===== src/hw/rtl/sgc_pkg.sv =====
`timescale 1ns / 1ps
// ----------------------------------------------------------------------------
// sgc_pkg
// Shared widths, register indexes, status codes and stage types of the
// sprite grid crop rectangle generator.
// ----------------------------------------------------------------------------
package sgc_pkg;

    localparam int unsigned COORD_W    = 16;
    localparam int unsigned GRID_W     = 8;
    localparam int unsigned PART_W     = 12;
    localparam int unsigned CFG_DATA_W = 48;
    localparam int unsigned CFG_IDX_W  = 3;
    localparam int unsigned STATUS_W   = 3;
    localparam int unsigned USE_W      = 22;  // signed usable size
    localparam int unsigned SPC_W      = 20;  // spacing times cell count
    localparam int unsigned STEP_W     = 17;  // frame size plus spacing
    localparam int unsigned MUL_W      = 25;  // step times cell count
    localparam int unsigned FAR_W      = 26;  // far cell edge
    localparam int unsigned DIV_STAGES = COORD_W;

    localparam logic [CFG_IDX_W-1:0] REG_GRID_ROWS    = 3'd0;
    localparam logic [CFG_IDX_W-1:0] REG_GRID_COLUMNS = 3'd1;
    localparam logic [CFG_IDX_W-1:0] REG_COLUMN_MAJOR = 3'd2;
    localparam logic [CFG_IDX_W-1:0] REG_MARGINS      = 3'd3;
    localparam logic [CFG_IDX_W-1:0] REG_SPACING      = 3'd4;
    localparam logic [CFG_IDX_W-1:0] REG_FRAME_SIZE   = 3'd5;
    localparam logic [CFG_IDX_W-1:0] REG_START_FRAME  = 3'd6;
    localparam logic [CFG_IDX_W-1:0] REG_MAX_FRAMES   = 3'd7;

    localparam logic [STATUS_W-1:0] ST_OK       = 3'd0;
    localparam logic [STATUS_W-1:0] ST_EMPTY    = 3'd1;
    localparam logic [STATUS_W-1:0] ST_ZERO     = 3'd2;
    localparam logic [STATUS_W-1:0] ST_NO_AREA  = 3'd3;
    localparam logic [STATUS_W-1:0] ST_UNEVEN   = 3'd4;
    localparam logic [STATUS_W-1:0] ST_OOB      = 3'd5;
    localparam logic [STATUS_W-1:0] ST_NONE     = 3'd6;
    localparam logic [STATUS_W-1:0] ST_BEYOND   = 3'd7;

    typedef struct packed {
        logic [GRID_W-1:0]  rows;
        logic [GRID_W-1:0]  cols;
        logic               column_major;
        logic [PART_W-1:0]  ml;
        logic [PART_W-1:0]  mt;
        logic [PART_W-1:0]  mr;
        logic [PART_W-1:0]  mb;
        logic [PART_W-1:0]  sx;
        logic [PART_W-1:0]  sy;
        logic [PART_W-1:0]  ow;
        logic [PART_W-1:0]  oh;
        logic [COORD_W-1:0] start_frame;
        logic [COORD_W-1:0] max_frames;
    } t_cfg;

    typedef struct packed {
        logic empty;
        logic zgrid;
        logic noarea;
        logic uneven;
        logic none;
        logic beyond;
    } t_flags;

    typedef struct packed {
        logic               v;
        t_flags             f;
        logic [COORD_W-1:0] sw;
        logic [COORD_W-1:0] sh;
        logic [COORD_W-1:0] count;
        logic [COORD_W-1:0] idx;
    } t_side;

    typedef struct packed {
        t_side              s;
        logic [COORD_W-1:0] fw;
        logic [COORD_W-1:0] fh;
        logic [STEP_W-1:0]  stepx;
        logic [STEP_W-1:0]  stepy;
        logic [GRID_W-1:0]  row;
        logic [GRID_W-1:0]  col;
    } t_geo;

    typedef struct packed {
        t_side              s;
        logic [COORD_W-1:0] fw;
        logic [COORD_W-1:0] fh;
        logic [MUL_W-1:0]   farx;
        logic [MUL_W-1:0]   fary;
        logic [MUL_W-1:0]   offx;
        logic [MUL_W-1:0]   offy;
    } t_mul;

    typedef struct packed {
        logic [COORD_W-1:0]  x;
        logic [COORD_W-1:0]  y;
        logic [COORD_W-1:0]  w;
        logic [COORD_W-1:0]  h;
        logic [COORD_W-1:0]  cell_idx;
        logic [COORD_W-1:0]  count;
        logic [STATUS_W-1:0] status;
    } t_res;

endpackage


===== src/hw/rtl/sgc_cfg_regs.sv =====
`timescale 1ns / 1ps
// ----------------------------------------------------------------------------
// sgc_cfg_regs
// Configuration register file; unpacks the packed fields for the datapath.
// ----------------------------------------------------------------------------
module sgc_cfg_regs
    import sgc_pkg::*;
(
    input  logic                  i_clk,
    input  logic                  i_rst_n,
    input  logic                  i_we,
    input  logic [CFG_IDX_W-1:0]  i_index,
    input  logic [CFG_DATA_W-1:0] i_data,
    output t_cfg                  o_cfg
);

    t_cfg r_cfg;
    t_cfg cfg_rst;

    // register defaults: one row, one column, everything else zero
    always_comb begin
        cfg_rst      = '0;
        cfg_rst.rows = GRID_W'(1);
        cfg_rst.cols = GRID_W'(1);
    end

    always_ff @(posedge i_clk) begin
        if (!i_rst_n) begin
            r_cfg <= cfg_rst;
        end else if (i_we) begin
            case (i_index)
                REG_GRID_ROWS:    r_cfg.rows         <= i_data[GRID_W-1:0];
                REG_GRID_COLUMNS: r_cfg.cols         <= i_data[GRID_W-1:0];
                REG_COLUMN_MAJOR: r_cfg.column_major <= i_data[0];
                REG_MARGINS: begin
                    r_cfg.ml <= i_data[11:0];
                    r_cfg.mt <= i_data[23:12];
                    r_cfg.mr <= i_data[35:24];
                    r_cfg.mb <= i_data[47:36];
                end
                REG_SPACING: begin
                    r_cfg.sx <= i_data[11:0];
                    r_cfg.sy <= i_data[23:12];
                end
                REG_FRAME_SIZE: begin
                    r_cfg.ow <= i_data[11:0];
                    r_cfg.oh <= i_data[23:12];
                end
                REG_START_FRAME:  r_cfg.start_frame <= i_data[COORD_W-1:0];
                REG_MAX_FRAMES:   r_cfg.max_frames  <= i_data[COORD_W-1:0];
                default: ;
            endcase
        end
    end

    assign o_cfg = r_cfg;

endmodule


===== config.mk =====
export PLATFORM = sky130hd
export DESIGN_NAME = sgc_cfg_regs
export DESIGN_NICKNAME = d
export VERILOG_FILES = /design/src/hw/rtl/sgc_pkg.sv /design/src/hw/rtl/sgc_cfg_regs.sv
export SDC_FILE = /design/constraint.sdc
export NUM_CORES = 1
export LEC_CHECK = 0
export ABC_CLOCK_PERIOD_IN_PS = 3900
export BUFFER_PORTS_ARGS = -buffer_cell sky130_fd_sc_hd__buf_2
export CAP_MARGIN = 40
export CORE_ASPECT_RATIO = 0.5
export CORE_MARGIN = 2
export CORE_UTILIZATION = 30
export DETAILED_ROUTE_END_ITERATION = 8
export GPL_TIMING_DRIVEN = 0
export PLACE_DENSITY = 0.56
export SLEW_MARGIN = 20
export SYNTH_ARGS = -nofsm -noshare
export SYNTH_HDL_FRONTEND = slang
export SYNTH_SLANG_ARGS = --single-unit

===== constraint.sdc =====
create_clock -name i_clk -period 3.9 [get_ports i_clk]
set_clock_uncertainty 0.2 [all_clocks]
set_input_delay 0.585 -clock i_clk [delete_from_list [all_inputs] [get_ports i_clk]]
set_output_delay 0.585 -clock i_clk [all_outputs]
set_load 0.05 [all_outputs]

==> results of run 1 <==
==> routing by layer <==
layer / part of all wire / wire, microns
met5: 0 / 0
met4: 0.020 / 327
met3: 0.039 / 630
met2: 0.49 / 7820
met1: 0.45 / 7250
==> through the flow <==
step	instances	area, sq um	hold WS [ns]	power, mW
global placement	962	6670	0.239	1.89
finish	994	7260	0.218	3.51
global route	994	7260	0.215	3.64
floorplan	531	5390	0.474	1.78
CTS	994	7260	0.199	3.56
detailed placement	962	6670	0.244	1.89
==> where the power goes <==
group	leakage [nW]	switching (mW)	internal, mW
registers	1.17	0.0157	1.51
logic	2.37	0.240	0.0881
clock network	0.286	0.676	0.973
total	3.83	0.931	2.58
==> area by class of cell <==
cell class                 count  area, sq um  area share
buffer                        39          214      0.0295
tap                          234          293      0.0403
multi-input combinational    347         2270       0.313
sequential                   145         2900       0.400
clock buffer                  19          443      0.0610
clock inverter                13          150      0.0207
timing repair buffer         197          986       0.136
==> placed cells by master (no fill, tap or decap) <==
| cell | n |
|---|---|
| buf_2 | 208 |
| nand2_1 | 191 |
| mux2i_1 | 145 |
| dfxtp_1 | 145 |
| clkbuf_1 | 18 |
| clkbuf_16 | 17 |
| buf_4 | 6 |
| inv_6 | 6 |
| buf_6 | 4 |
| nor2b_1 | 3 |
| nand4bb_1 | 2 |
| nand4b_1 | 2 |
| clkinvlp_4 | 2 |
| clkinv_4 | 2 |
| bufinv_16 | 2 |
| and4b_1 | 1 |
| clkbuf_2 | 1 |
| nand4_2 | 1 |
| or4b_1 | 1 |
| and4bb_2 | 1 |
| clkinv_2 | 1 |
| clkbuf_8 | 1 |
==> worst max path at each step <==
| stage | from | to | slack, ns | cells past startpoint |
|---|---|---|---|---|
| finish | o_cfg[35]$_SDFFE_PN0P_ | o_cfg[35] | 2.09 | 1 |
| global route | o_cfg[13]$_SDFFE_PN0P_ | o_cfg[13] | 2.03 | 1 |
| CTS | o_cfg[22]$_SDFFE_PN0P_ | o_cfg[22] | 2.05 | 1 |
| detailed placement | i_rst_n | o_cfg[70]$_SDFFE_PN0P_ | 1.76 | 4 |
| global placement | i_rst_n | o_cfg[118]$_SDFFE_PN0P_ | 1.78 | 4 |
| floorplan | i_index[0] | o_cfg[139]$_SDFFE_PN0P_ | 2.20 | 3 |
==> cells by family after synthesis <==
logic type	after synthesis	synth area share
buffers and inverters	39	0.0397
DFF	145	0.539
muxes	145	0.269
and+or+nand+nor	202	0.152
==> flow_metrics.tcl, run 1 <==
set metrics [dict create \
    largest_register_ffs 145 \
    pin_count 199 \
    startpoint_type "flip-flop" \
    synth.avg_cell_area_sq_um 10.1 \
    insertion_delay_ns 0.40 \
    cp-end-kind "output pin" \
    rows 34 \
    synth_warnings 0 \
    nNetsFinal 801 \
    holdBufCountCts 0 \
    yosysMostFrequentCell "nand2_1" \
    area_delta_synth_final_pct 34.7 \
    worstPathArrival_ns 1.03 \
    ir_worst_vdd_mv 0.303 \
    yosysUniqueCellTypes 15 \
    finalMaxSlewViolations 0 \
    rrSetupSlack_ns 3.07 \
    clock_path_buffers 2 \
    min_period_over_period 0.465 \
    synth.top_cell.area_share 0.539 \
    use_met1 0.206 \
    worstReg2RegStart "o_cfg[66]$_SDFFE_PN0P_" \
    r2r-end "o_cfg[66]$_SDFFE_PN0P_" \
    tightest_slew_ns 0.660 \
    ys_async_sr_fraction 0 \
    drt-total-wl_microns 16000 \
    drt-initial-drc-count 128 \
    synth_enable_flop_cells 0 \
    initial_utilization 0.308 \
    worstRegToRegCells 2 \
    netlist_instances 531 \
    min_period_ns 1.81 \
    hold_path.class "in -> reg" \
    grt_pass1_wl_microns 24900 \
    h-tree-depth 4 \
    cts_setup_buffers 0 \
    drcViolationCount 0 \
    synth_area_sq_um 5390 \
    cp_top_family "flip-flops" \
    status "completed" \
    ys_ff_latch 145 \
    path_buf_inv 1 \
    synthFlopType "dfxtp_1" \
    die_h_microns 98.8 \
    grt_max_degree 17 \
    gr-usage-met3 0.0397 \
    dr_total_vias 4369 \
    path_clk_slew_ns 0.06 \
    die_w_microns 194 \
    cts_tree "built" \
    overflow 0 \
    powerDensity_nw_per_um2 483 \
    worst_path_max_delay_cell "dfxtp_1" \
    crit_chain "buf_2" \
    use_met2 0.295 \
    dpl.hpwl_microns 11700 \
    layout_setup_ws_ns 2.09 \
    diodes 0 \
    place_congestion 0.777 \
    dieArea_sq_um 19100 \
    cts.sinks 145 \
    drtPass1Iterations 4 \
    synth_largest_area_cell "dfxtp_1" \
    setup_viol 0 \
    drtAntennaViolNets 0 \
    hold_violations 0 \
    antenna_found_initial 0 \
    max-cap-violations 0 \
    critPathKind "reg -> out" \
    ctsResizeCount 0 \
    crit_fanout 2 \
    final_util 0.415 \
    synth_area_leaders "dfxtp_1, mux2i_1, nand2_1" \
    drive_gt1_frac 0.332 \
    wl_per_cell_microns 16.1 \
    viasPerCell 4.40 \
    rsz0062_at_grt "false" \
    min-delay-start "i_data[37]" \
    slew_headroom 0.560 \
    track_usage 0.170 \
    leakage_nw 3.83 \
    hold_depth 3 \
    port_buffers 197 \
    fill_cells 1774 \
    synth_common_cells "nand2_1, dfxtp_1, mux2i_1" \
    yosysSeqAreaShare 0.539 \
    core_sq_um 17500 \
    cp.required_ns 3.12 \
    numCtsBuffers 17 \
    syn-num-nets 585 \
    max_freq_mhz 551 \
    dp_slack_ns 1.76 \
    slowest_delay_ns 0.33 \
    holdPathEnd "o_cfg[81]$_SDFFE_PN0P_" \
    grt_pass1_vias 4485 \
    fin_setup_tns_ns 0 \
    ctsRootBufferMaster "clkbuf_16" \
    top_usage_layer "met2" \
]
No activity file was read; power rests on OpenSTA's default activity.
==> run 2, diff against run 1 <==
- ABC_CLOCK_PERIOD_IN_PS: 3900 -> 1650
- PLACE_DENSITY: 0.56 -> 0.58
- clock period: 3.9 -> 1.65 ns (I/O delays scaled with it)
==> flow_metrics.tcl, run 2 (same netlist as run 1, synthesis figures left out) <==
set metrics [dict create \
    status "completed" \
    startpoint_type "flip-flop" \
    cp.required_ns 1.20 \
    layout_commonest_cell "buf_2" \
    hold_path.class "in -> reg" \
    crit_chain "buf_2" \
    rsz0062_at_grt "false" \
    initial_utilization 0.308 \
    cts_setup_buffers 0 \
    drt-total-wl_microns 16400 \
    ir_worst_vdd_mv 0.727 \
    core_sq_um 17500 \
    worst_path_max_delay_cell "dfxtp_1" \
    drt-initial-drc-count 98 \
    area_delta_synth_final_pct 41.9 \
    grt_max_degree 17 \
    cts.sinks 145 \
    dr_total_vias 4538 \
    power.total_mw 8.72 \
    numCtsBuffers 17 \
    critPathKind "reg -> out" \
    ctsRootBufferMaster "clkbuf_16" \
    stdcell_area_sq_um 7650 \
    h-tree-depth 4 \
    port_buffers 197 \
    overflow 0 \
    cts_tree "built" \
    path_buf_inv 1 \
    diodes 0 \
    cp_top_family "flip-flops" \
    grt_pass1_vias 4547 \
    routed-wl-met2_microns 8240 \
    powerDensity_nw_per_um2 1140 \
    track_usage 0.170 \
    hold_violations 0 \
    worst-path-stages 1 \
    max-cap-violations 0 \
    rows 34 \
    path_clk_slew_ns 0.07 \
    crit_fanout 2 \
    drtAntennaViolNets 0 \
    wl_per_cell_microns 15.9 \
    clock_path_buffers 2 \
    final_util 0.437 \
    pin_count 199 \
    slew_headroom 0.590 \
    place_area_sq_um 6670 \
    grt_pass1_wl_microns 25100 \
    layout_setup_ws_ns 0.172 \
    die_h_microns 98.8 \
    largest_register_ffs 145 \
    leakage_nw 4.00 \
    antenna_found_initial 0 \
    dp_slack_ns -0.223 \
    drcViolationCount 0 \
    nNetsFinal 834 \
    setup_viol 0 \
    dpl.hpwl_microns 11700 \
    die_w_microns 194 \
    viasPerCell 4.42 \
    drtPass1Iterations 4 \
    finalMaxSlewViolations 0 \
    slowest_delay_ns 0.34 \
    worstPathArrival_ns 1.03 \
    insertion_delay_ns 0.40 \
    topRoutingLayerUsed "met4" \
    final_cells 1026 \
    met3_length_microns 554 \
    max_freq_mhz 677 \
    dpl.cell_count 962 \
    cp-end-kind "output pin" \
    min_period_over_period 0.896 \
    place_congestion 0.740 \
    worstRegToRegCells 2 \
    dieArea_sq_um 19100 \
    mostFrequentLayoutCells "buf_2, nand2_1, mux2i_1, dfxtp_1, dlygate4sd3_1" \
    min_period_ns 1.48 \
    hold_depth 3 \
    drive_gt1_frac 0.317 \
    tightest_slew_ns 0.615 \
    m1WireLength_microns 7370 \
]
## run 2: cell types whose count changed in the layout (fill, tap and decap cells not counted)
cell	before	now
clkinvlp_4	2	1
bufinv_16	2	5
dlygate4sd3_1	0	33
inv_6	6	2
clkinv_4	2	3
## run 2: final cells by class
type | instances | area (sq um)
clock inverter | 12 | 206
timing repair buffer | 230 | 1320
fill | 1735 | 9840
buffer | 39 | 214
sequential | 145 | 2900
clock buffer | 19 | 443
multi-input combinational | 347 | 2270
tap | 234 | 293
## run 2: metal layers
| layer | GRT usage | vias up |
|---|---|---|
| met5 | 0 | - |
| met4 | 0.0470 | 0 |
| met3 | 0.0387 | 12 |
| met2 | 0.296 | 94 |
| met1 | 0.214 | 2178 |
| li1 | - | 2254 |
## run 2: power breakdown
part | internal [mW] | leakage (nW) | switching, mW
sequential | 3.58 | 1.17 | 0.0382
clock | 2.73 | 0.314 | 1.53
combinational | 0.259 | 2.51 | 0.581
## run 2: through the flow
step / hold WS [ns] / setup TNS (ns)
detailed placement: 0.246 / -11.04
CTS: 0.00371 / 0
global placement: 0.240 / -7.72
finish: 0.0146 / 0
floorplan: 0.190 / 0
global route: 0.0389 / 0
## run 2: final timing paths
path                                         startpoint                       to  slack, ns
worst max-delay path            o_cfg[143]$_SDFFE_PN0P_               o_cfg[143]       0.17
worst min-delay path                         i_data[15]   o_cfg[35]$_SDFFE_PN0P_       0.01
worst max register to register  o_cfg[135]$_SDFFE_PN0P_  o_cfg[135]$_SDFFE_PN0P_       0.82
worst min register to register   o_cfg[30]$_SDFFE_PN0P_   o_cfg[30]$_SDFFE_PN0P_       0.26
## run 2: timing repair
action	4_1_cts	5_1_grt
hold endpoints to repair	49	0
resized for setup	0	0
setup endpoints to repair	0	0
hold buffers	33	0
