## src/hw/rtl/sgc_div.sv

```systemverilog
`timescale 1ns / 1ps
// ----------------------------------------------------------------------------
// sgc_div
// Pipelined restoring divider: one quotient bit per stage, DW stages.
// ----------------------------------------------------------------------------
module sgc_div #(
    parameter int unsigned DW = 16,
    parameter int unsigned VW = 8
) (
    input  logic          i_clk,
    input  logic          i_en,
    input  logic [DW-1:0] i_dividend,
    input  logic [VW-1:0] i_divisor,
    output logic [DW-1:0] o_quot,
    output logic [VW-1:0] o_rem
);

    logic [DW-1:0] r_dq [DW];
    logic [VW-1:0] r_rm [DW];
    logic [VW-1:0] r_dv [DW-1];

    for (genvar k = 0; k < DW; k++) begin : g_stage
        logic [DW-1:0] dq_in;
        logic [VW-1:0] rm_in;
        logic [VW-1:0] dv_in;
        logic [VW:0]   trial;
        logic [VW:0]   diff;
        logic          ge;

        if (k == 0) begin : g_first
            assign dq_in = i_dividend;
            assign rm_in = '0;
            assign dv_in = i_divisor;
        end else begin : g_next
            assign dq_in = r_dq[k-1];
            assign rm_in = r_rm[k-1];
            assign dv_in = r_dv[k-1];
        end

        // shift in the next dividend bit, subtract when it fits
        assign trial = {rm_in, dq_in[DW-1]};
        assign ge    = trial >= {1'b0, dv_in};
        assign diff  = trial - {1'b0, dv_in};

        always_ff @(posedge i_clk) begin
            if (i_en) begin
                r_dq[k] <= {dq_in[DW-2:0], ge};
                r_rm[k] <= ge ? diff[VW-1:0] : trial[VW-1:0];
            end
        end

        if (k < DW - 1) begin : g_dv
            always_ff @(posedge i_clk) begin
                if (i_en) begin
                    r_dv[k] <= dv_in;
                end
            end
        end
    end

    assign o_quot = r_dq[DW-1];
    assign o_rem  = r_rm[DW-1];

endmodule

```

## config.mk

```make
export PLATFORM = sky130hd
export DESIGN_NAME = sgc_div
export DESIGN_NICKNAME = d
export VERILOG_FILES = /design/src/hw/rtl/sgc_div.sv
export SDC_FILE = /design/constraint.sdc
export NUM_CORES = 1
export LEC_CHECK = 0
export BUFFER_PORTS_ARGS = -buffer_cell sky130_fd_sc_hd__buf_2
export CAP_MARGIN = 10
export CORE_ASPECT_RATIO = 1.4
export CORE_MARGIN = 2
export CORE_UTILIZATION = 63
export DETAILED_ROUTE_END_ITERATION = 12
export GPL_TIMING_DRIVEN = 0
export PLACE_DENSITY = 0.88
export SYNTH_ARGS = -nofsm -noshare
export SYNTH_HDL_FRONTEND = slang
export SYNTH_SLANG_ARGS = --single-unit
```

## constraint.sdc

```tcl
create_clock -name i_clk -period 2.9 [get_ports i_clk]
set_input_delay 0.145 -clock i_clk [delete_from_list [all_inputs] [get_ports i_clk]]
set_output_delay 0.145 -clock i_clk [all_outputs]
set_load 0.05 [all_outputs]
```

==> results.cfg, run 1 <==
[drt]
drc = 0
antenna_left = 0
route.vias.total = 12480
first_pass_iters = 5
drtIter0Drc = 958
vias_per_cell = 5.869
wl_per_cell_um = 17.79
routed_wl_mm = 37.85

[pwr]
leakage_nw = 9.578
power.density_mw_per_mm2 = 930.6
irDropWorstVdd_mv = 0.6808

[min_path]
holdPathEnd = r_dq[0][1]
holdPathStages = 1
min_from = i_en
hold_class = input pin to flop

[die]
num_rows = 81
dieArea_mm2 = 0.03705
start_util_pct = 63.98
boundaryPins = 50
core_mm2 = 0.03496
die_h_um = 227.0
fp.dieW_um = 163.3

[clock_tree]
clock_sinks = 504
clk_pin_slew_worst_paths_ns = 0.07
htree_levels = 2
cts-root-buf = clkbuf_16
cts_tree = done
clk_latency_ns = 0.56
cts_resized = 0
cts_buffer_depth = 3
cts_buffers = 45

[cells_and_area]
fin_util_pct = 71.35
n_antenna_cell = 0
syn_to_final_growth_pct = 11.52
final_cells = 2127
drive_above_1_share_pct = 12.69
n_fill_cell = 2074
nets = 1802

[global_route]
grtUsageTotal_pct = 20.71
grt_pass1_vias = 12790
grt_antenna_before_repair = 0
grt_pass1_wl_mm = 60.95
grt_max_degree = 138
grt_overflow = 0

[synthesis]
async_flop_share_pct = 0
synthCells = 1516
yosysTopAreaCell = edfxtp_1
syn_area_per_cell_um2 = 14.76
yosysUniqueCellTypes = 64
synth-seq-cells = 504
yosysTopAreaCellShare_pct = 67.65
synth.most_common_cell = edfxtp_1
ys_warn_count = 0
synth_edf_count = 504
synthFlopType = edfxtp_1
syn_nets = 1679
syn-cell-area_mm2 = 0.02237
ys_top_cells_by_count = 504 x edfxtp_1, 166 x inv_1, 122 x ha_1, 94 x o21ai_0, 81 x nand2_1
synth.top_cells.by_area = edfxtp_1 68%, ha_1 6.8%, inv_1 2.8%, o21ai_0 2.1%, a21oi_1 1.7%
synth_seq_area_share_pct = 67.65

[timing]
final.setup_skew_ns = 0.02897
slew_headroom_pct = 33.00
drv_slew = 0
finalSetupViolCount = 0
fin_tns_setup_ns = 0
fin_crit_ns = 2.442
hold_violations = 0
worst_slew_pin_slew_ns = 1.005
rsz0062_at_grt = false
fin_crit_sh_pct = 84.22
max_freq_ghz = 0.4094

[setup_path]
required_ns = 3.21
reg2reg_slack_ns = 0.46
cp_cell_sequence = ha_1 > a21oi_1 > o21ai_1 > a221oi_4 > inv_1 > o22a_1
r2r_end = r_rm[0][47]
cp.arrival_ns = 2.75
endpoint_kind = flop
critPathLaunchType = flop
regToRegStartpoint = r_rm[0][37]
critPathLaunch = r_rm[0][37]
setup.worst_path.class = flop to flop
crit_fanout = 7
r2r_cells = 6
cp_slowest_cell = a221oi_4
cpPeakStageDelay_ns = 0.48

[run]
maxCapViolations = 0

[placed_design]
place_hpwl_mm = 24.32
place_inst = 2024
port_buffers = 49
gp_congestion = 0.8937

[status]
status = finished, final reports clean
==> layout make-up <==
cell class | instances | area [µm²] | share of cell area (%)
multi-input combinational | 832 | 6526 | 26.16
clock inverter | 28 | 236.5 | 0.9479
clock buffer | 51 | 1191 | 4.775
buffer | 10 | 72.57 | 0.2909
timing repair buffer | 76 | 578.1 | 2.317
sequential | 504 | 15130 | 60.66
tap | 456 | 570.5 | 2.287
inverter | 170 | 638.1 | 2.558
==> worst max-delay path, delay by kind of cell (launching register included) <==
| kind | cells | cell delay (ns) |
|---|---|---|
| flip-flops | 1 | 0.42 |
| AO/OA/AOI/OAI | 4 | 1.14 |
| buffers and inverters | 1 | 0.22 |
| adder cells (fa/ha/maj) | 1 | 0.40 |
==> worst max path at each step <==
stage | endpoint | depth (start not counted)
2_1_floorplan | r_rm[1][10] | 6
3_3_place_gp | r_dq[1][125] | 1
3_5_place_dp | r_dq[1][125] | 3
4_1_cts | r_rm[0][47] | 6
5_1_grt | r_rm[0][47] | 6
6_report | r_rm[0][47] | 6
==> logic make-up after synthesis <==
group / share of synthesized area (%)
flops: 67.65
compound gates: 10.09
simple gates: 6.163
buf+inv: 3.177
fa+ha+maj: 8.166
mux: 2.875
xor+xnor: 1.879
==> where the power goes <==
group          total [mW]  leakage [nW]  switching (mW)  internal (mW)
clock                5.75         0.707            2.52           3.23
sequential           10.3          4.91           0.565           9.70
combinational        7.20          3.96            4.12           3.08
total                23.2          9.58            7.20           16.0
==> what timing repair did <==
action / CTS / global route
hold buffers: 24 / 0
endpoints found under the hold margin: 30 / 0
setup endpoints to repair: 0 / 0
buffers inserted: 0 / 0
==> state kept, by name (all words and copies together), names as in the netlist <==
| register | flops |
|---|---|
| r_dv | 120 |
| r_rm | 128 |
| r_dq | 256 |
==> through the flow <==
stage / hold slack [ns] / instance area [µm²] / power [mW] / setup slack, ns
after floorplan: 0.2439 / 22370 / 15.62 / 0.8236
after global placement: 0.3211 / 23190 / 16.93 / -5.382
after detailed placement: 0.3231 / 23280 / 17.34 / 0.5163
after CTS: 0.2326 / 24950 / 23.23 / 0.5269
after global routing: 0.2398 / 24950 / 24.33 / 0.3684
final: 0.1771 / 24950 / 23.22 / 0.4575
==> cell usage in the layout, fill, tap and decap left out, types with 7 or more instances in the layout <==
cell	synthesis	routed
nand3_1	19	19
a21boi_0	11	11
a211oi_1	13	13
nor2_1	35	35
inv_1	166	166
o31ai_1	14	14
a221oi_4	7	7
buf_2	1	49
and2_1	15	15
edfxtp_1	504	504
ha_1	122	122
fa_1	15	15
o21ai_1	13	13
a21o_1	20	20
o22a_1	7	7
o31a_1	7	7
clkbuf_16	0	47
mux2_2	33	33
o21ai_0	94	94
a21oi_1	76	76
o21a_1	23	23
a31o_2	7	7
or2_2	8	8
clkinv_2	0	12
mux2i_1	20	20
nor2b_1	20	20
and4_1	7	7
xor2_1	24	24
nand3b_1	7	7
nand2b_1	23	23
and3_1	7	7
nor3_1	16	16
nand2_1	81	81
xnor2_1	24	24
dlygate4sd3_1	0	24
==> layer usage <==
layer / routed length, µm / GRT usage [%] / share of wire, % / vias up
met4: 1865 / 11.13 / 4.9 / 0
li1: - / - / - / 5919
met5: 0 / 0 / 0 / -
met2: 20760 / 39.21 / 55 / 395
met1: 13750 / 22.11 / 36 / 6035
met3: 1474 / 2.915 / 3.9 / 135
(Power assumes the default switching activity.)
==> inputs of run 2 (changes only) <==
CORE_UTILIZATION = 57   (was 63)
PLACE_DENSITY = 0.84   (was 0.88)
clock period = 2 ns   (was 2.9 ns; I/O delays follow)
==> run 2 against run 1 <==
- the run now ends with negative setup slack left
- first-iteration DRC count grew 51%
- core utilization grew 3.7 points
- power grew 80%
- global-route usage grew 0.79 points
- flip-flop and latch count is the same
- clock-buffer cell count grew 7
- worst setup slack lost 0.76 ns
- cell count grew 12%
- sequential share of layout area shrank 8.4 points
- clock skew shrank 0.0023 ns
- routed wire length grew 45%
- combinational power grew 140%
==> results.cfg, run 2 (synthesis gave the netlist of run 1 again) <==
[status]
status = complete, but fails checks
violations = negative setup slack

[drt]
antenna_left = 0
first_pass_iters = 6
met2WireLength_mm = 29.04
wl_met1_mm = 18.57
wl_per_cell_um = 23.04
highest_layer = met4
drc = 0
routed_wl_mm = 54.94
drtIter0Drc = 1445
vias_per_cell = 6.117
wl_met3_mm = 3.114
route.vias.total = 14580

[placed_design]
placedInstanceArea_mm2 = 0.02342
port_buffers = 49
place_inst = 2090
gp_congestion = 0.8819
place_hpwl_mm = 23.43

[timing]
final.setup_skew_ns = 0.02664
max_freq_ghz = 0.4341
setup_ws_ns = -0.3035
finalSetupViolCount = 102
hold_slack_ns = 0.02906
rsz0062_at_grt = true
fin_crit_sh_pct = 115.2
fin_crit_ns = 2.304
drv_slew = 0
worst_slew_pin_slew_ns = 0.9422
fin_tns_setup_ns = -9.834
hold_violations = 0
slew_headroom_pct = 37.19

[die]
num_rows = 85
core_mm2 = 0.03861
start_util_pct = 57.95
fp.dieW_um = 171.4
dieArea_mm2 = 0.04087
boundaryPins = 50
die_h_um = 238.4

[setup_path]
path_common_cell = buf_6
cpPeakStageDelay_ns = 0.51
endpoint_kind = flop
required_ns = 2.29
cp_cell_sequence = ha_4 > and4_1 > and2_4 > a221oi_4 > buf_6 > buf_6 > o21ai_0
setup.worst_path.class = flop to flop
crit_fanout = 6
critPathLaunchType = flop
cp.arrival_ns = 2.59
cp_slowest_cell = o21ai_0

[cells_and_area]
fin_area_mm2 = 0.02896
largest_register = r_dq
largest_register_ffs = 256
drive_above_1_share_pct = 38.88
final_common_cell = edfxtp_1
final_cells = 2384
reg.largest.list = r_dq x256, r_rm x128, r_dv x120
layout_common_cells = 504 x edfxtp_1, 145 x buf_4, 117 x inv_1
syn_to_final_growth_pct = 29.45
fin_util_pct = 75.02
nets = 1991
n_antenna_cell = 0

[global_route]
grt_max_degree = 134
grt_pass1_vias = 13870
grt_pass1_wl_mm = 69.19
grt_overflow = 0
grtUsageTotal_pct = 21.50
grt_antenna_before_repair = 0

[clock_tree]
cts-root-buf = clkbuf_16
clock_sinks = 504
cts_buffer_depth = 3
cts_tree = done
clk_pin_slew_worst_paths_ns = 0.07
clk_latency_ns = 0.58
cts_buffers = 47
htree_levels = 2

[pwr]
power.density_mw_per_mm2 = 1442
leakage_nw = 10.97
irDropWorstVdd_mv = 0.7948

[run]
maxCapViolations = 0

[min_path]
hold_class = input pin to flop
run 2: worst max-delay path, delay by kind of cell, from the launching register on:
kind,cells,cell delay [ns]
AOI/OAI and AO/OA,2,0.57
DFF,1,0.44
and+or+nand+nor,2,0.38
adders and majority gates,1,0.34
buffers and inverters,2,0.28
run 2: what timing repair did:
item                                   CTS  global route
hold buffers                            24             0
gates cloned                             3             3
pin swaps                               66           116
resized for setup                      268           256
endpoints found under the hold margin   30             0
setup endpoints to repair              117           122
setup buffers                           92            91
run 2: final cells by class:
cell class / instances / area [µm²]
flip-flops and latches: 504 / 15130
fillers: 1906 / 9646
multi-input cells: 832 / 8685
repair buffers: 265 / 2228
clock buffers: 58 / 1260
well taps: 522 / 653.1
inverters: 170 / 640.6
clock inverters: 25 / 267.8
plain buffers: 8 / 91.34
run 2: worst paths after layout:
check | from | endpoint | slack [ns] | cells past startpoint
setup / recovery | r_rm[1][53] | r_rm[1][57] | -0.30 | 7
hold / removal | i_divisor[0] | r_rm[0][0] | 0.03 | 3
setup reg to reg | r_rm[1][53] | r_rm[1][57] | -0.30 | 7
hold reg to reg | r_dq[1][46] | r_dq[1][63] | 0.41 | 0
run 2: power by group:
group / switching, mW / leakage, nW / internal, mW / total (mW)
Sequential: 1.20 / 4.91 / 14.1 / 15.3
Combinational: 8.82 / 5.31 / 8.57 / 17.4
Clock: 3.85 / 0.751 / 5.23 / 9.08
Total: 13.9 / 11.0 / 27.9 / 41.8
run 2: per-stage QoR:
step	power, mW	setup slack, ns
floorplan	22.74	0.0001700
global route	43.17	-0.6011
CTS	37.32	-0.1229
global placement	24.64	-6.310
detailed placement	25.14	-0.3296
finish	41.75	-0.3035
run 2: metal layers:
layer | track usage, % | vias up
li1 | - | 6293
met2 | 40.43 | 817
met4 | 10.97 | 0
met1 | 22.88 | 7149
met5 | 0 | -
met3 | 3.400 | 324
==> inputs of run 3 (changes only) <==
REMOVE_ABC_BUFFERS = 1   (was default)
==> run 3 against run 2 <==
- cell count is 0.34% lower
- clock-buffer cell count is 3 higher
- hold slack better by 0.041 ns
- critical path type unchanged
- critical path depth stayed put
- sequential power hardly changed
- die area stayed put
- the run still ends with negative setup slack left
- final area is 0.80% lower
- register-to-register slack worse by 0.15 ns
- core utilization is 0.60 points lower
- combinational power hardly changed
- global-route usage is 0.43 points lower
- highest routed layer unchanged
- flip-flop and latch count stayed put
==> results.cfg, run 3 (synthesis gave the netlist of run 1 again) <==
[setup_path]
setup.worst_path.class = flop to flop
regToRegStartpoint = r_dv[1][36]
r2r_cells = 7
endpoint_kind = flop
crit_fanout = 5
cp.arrival_ns = 2.78
critPathLaunchType = flop
cpLargestDelayFamily = compound AO/OA/AOI/OAI gates
cp_cell_sequence = inv_1 > ha_2 > and3_4 > a221oi_2 > o21bai_1 > xor2_1 > mux2_4
r2r_end = r_rm[1][46]
cp_slowest_cell = o21bai_1
cp.depth = 7
critPathCapture = r_rm[1][46]
critPathBufInv = 1
critPathLaunch = r_dv[1][36]
required_ns = 2.33
cpPeakStageDelay_ns = 0.50
reg2reg_slack_ns = -0.45

[clock_tree]
clk_latency_ns = 0.58
htree_levels = 2
cts_buffers = 47
clock_sinks = 504
cts_tree = done
cts-root-buf = clkbuf_16
cts_buffer_depth = 3
clk_pin_slew_worst_paths_ns = 0.08

[drt]
route.vias.total = 14330
antenna_left = 0
vias_per_cell = 6.029
drc = 0
wl_per_cell_um = 22.50
drtIter0Drc = 1335
routed_wl_mm = 53.45
first_pass_iters = 7

[global_route]
grt_max_degree = 138
grt_pass1_vias = 13740
grtUsageTotal_pct = 21.07
grt_overflow = 0
grt_pass1_wl_mm = 68.20
grt_antenna_before_repair = 0

[placed_design]
placedInstanceArea_mm2 = 0.02329
place_hpwl_mm = 23.75
post-place-ws_ns = -0.4575
gp_congestion = 0.8757
place_inst = 2080
port_buffers = 49

[die]
core_mm2 = 0.03861
fp.dieW_um = 171.4
boundaryPins = 50
start_util_pct = 57.95
num_rows = 85
dieArea_mm2 = 0.04087
die_h_um = 238.4

[min_path]
holdPathStages = 3
hold_class = input pin to flop

[cells_and_area]
final_common_cell = edfxtp_1
nets = 1985
layout_common_cells = 504 x edfxtp_1, 148 x buf_4, 116 x inv_1
reg.largest.list = r_dq x256, r_rm x128, r_dv x120
fin_area_mm2 = 0.02873
syn_to_final_growth_pct = 28.42
drive_above_1_share_pct = 37.27
largest_register = r_dq
largest_register_ffs = 256
final_cells = 2376
n_antenna_cell = 0

[pwr]
power.density_mw_per_mm2 = 1439
intPower_mw = 27.47
leakage_nw = 10.82
p_seq_share_pct = 36.9
swShare_pct = 33.55
p_switching_mw = 13.87
irDropWorstVdd_mv = 0.7359
p_clk_share_pct = 20.7
p_comb_share_pct = 42.4

[timing]
fin_crit_ns = 2.451
max_freq_ghz = 0.4080
setup_ws_ns = -0.4512
worst_slew_pin_slew_ns = 0.9341
slew_headroom_pct = 37.72
rsz0062_at_grt = true
fin_crit_sh_pct = 122.6
finalSetupViolCount = 97
hold_violations = 0
drv_slew = 0
final.setup_skew_ns = 0.03941
fin_tns_setup_ns = -8.400

[run]
maxCapViolations = 0

[status]
violations = negative setup slack
status = complete, but fails checks
run 3: cell types whose count changed in the layout (fill, tap and decap cells not counted), sizes merged:
cell | previous run | this run
bufinv | 6 | 3
clkinv | 18 | 14
buf | 247 | 241
inv | 170 | 171
clkbuf | 60 | 63
clkinvlp | 1 | 2
run 3: cell type report:
type / instances / area [µm²]
sequential: 504 / 15130
fill: 1986 / 9877
multi-input combinational: 832 / 8643
timing repair buffer: 267 / 2248
clock buffer: 61 / 1229
tap: 522 / 653.1
inverter: 170 / 640.6
clock inverter: 20 / 180.2
run 3: tightest hold or removal path, cell delays in order:
cell	delay, ns
buf_2	0.09
ha_1	0.16
o21ai_0	0.10
run 3: power by group through the flow:
stage	clock, mW	sequential, mW	combinational (mW)
after floorplan	0	15.1	7.45
after global placement	0	15.1	9.34
after detailed placement	0	15.1	9.89
after CTS	8.58	15.1	12.7
after global routing	9.07	15.4	18.3
final	8.56	15.3	17.5
run 3: how the worst min path moves through the flow:
stage / startpoint / end / slack [ns]
after floorplan: i_dividend[9] / r_dq[0][10] / 0.20
after global placement: i_dividend[8] / r_dq[0][9] / 0.28
after detailed placement: i_dividend[11] / r_dq[0][12] / 0.28
after CTS: i_divisor[0] / r_rm[0][0] / 0.02
after global routing: i_divisor[0] / r_rm[0][0] / 0.07
final: i_divisor[0] / r_rm[0][0] / 0.07
run 3: what timing repair did:
item / in CTS / in global routing
buffers inserted: 81 / 105
cloned: 0 / 5
setup endpoints to repair: 129 / 123
resized for setup: 228 / 268
hold endpoints to repair: 30 / 0
pin swaps: 51 / 119
hold buffers: 24 / 0
run 3: stage by stage:
stage               util, %  total power, mW  hold WS [ns]
global placement      60.09            24.45        0.2763
global route          74.42            42.72       0.06649
detailed placement    60.33            24.95        0.2781
finish                74.42            41.33       0.06987
CTS                   69.40            36.34       0.02133
floorplan                 -            22.56        0.1989
run 3: routing by layer:
metal	vias to the layer above	global-route usage, %	routed length, µm
met5	-	0	0
met4	0	11.17	3565
met3	284	3.251	2945
met2	738	40.32	28900
met1	7030	21.63	18040
li1	6273	-	-
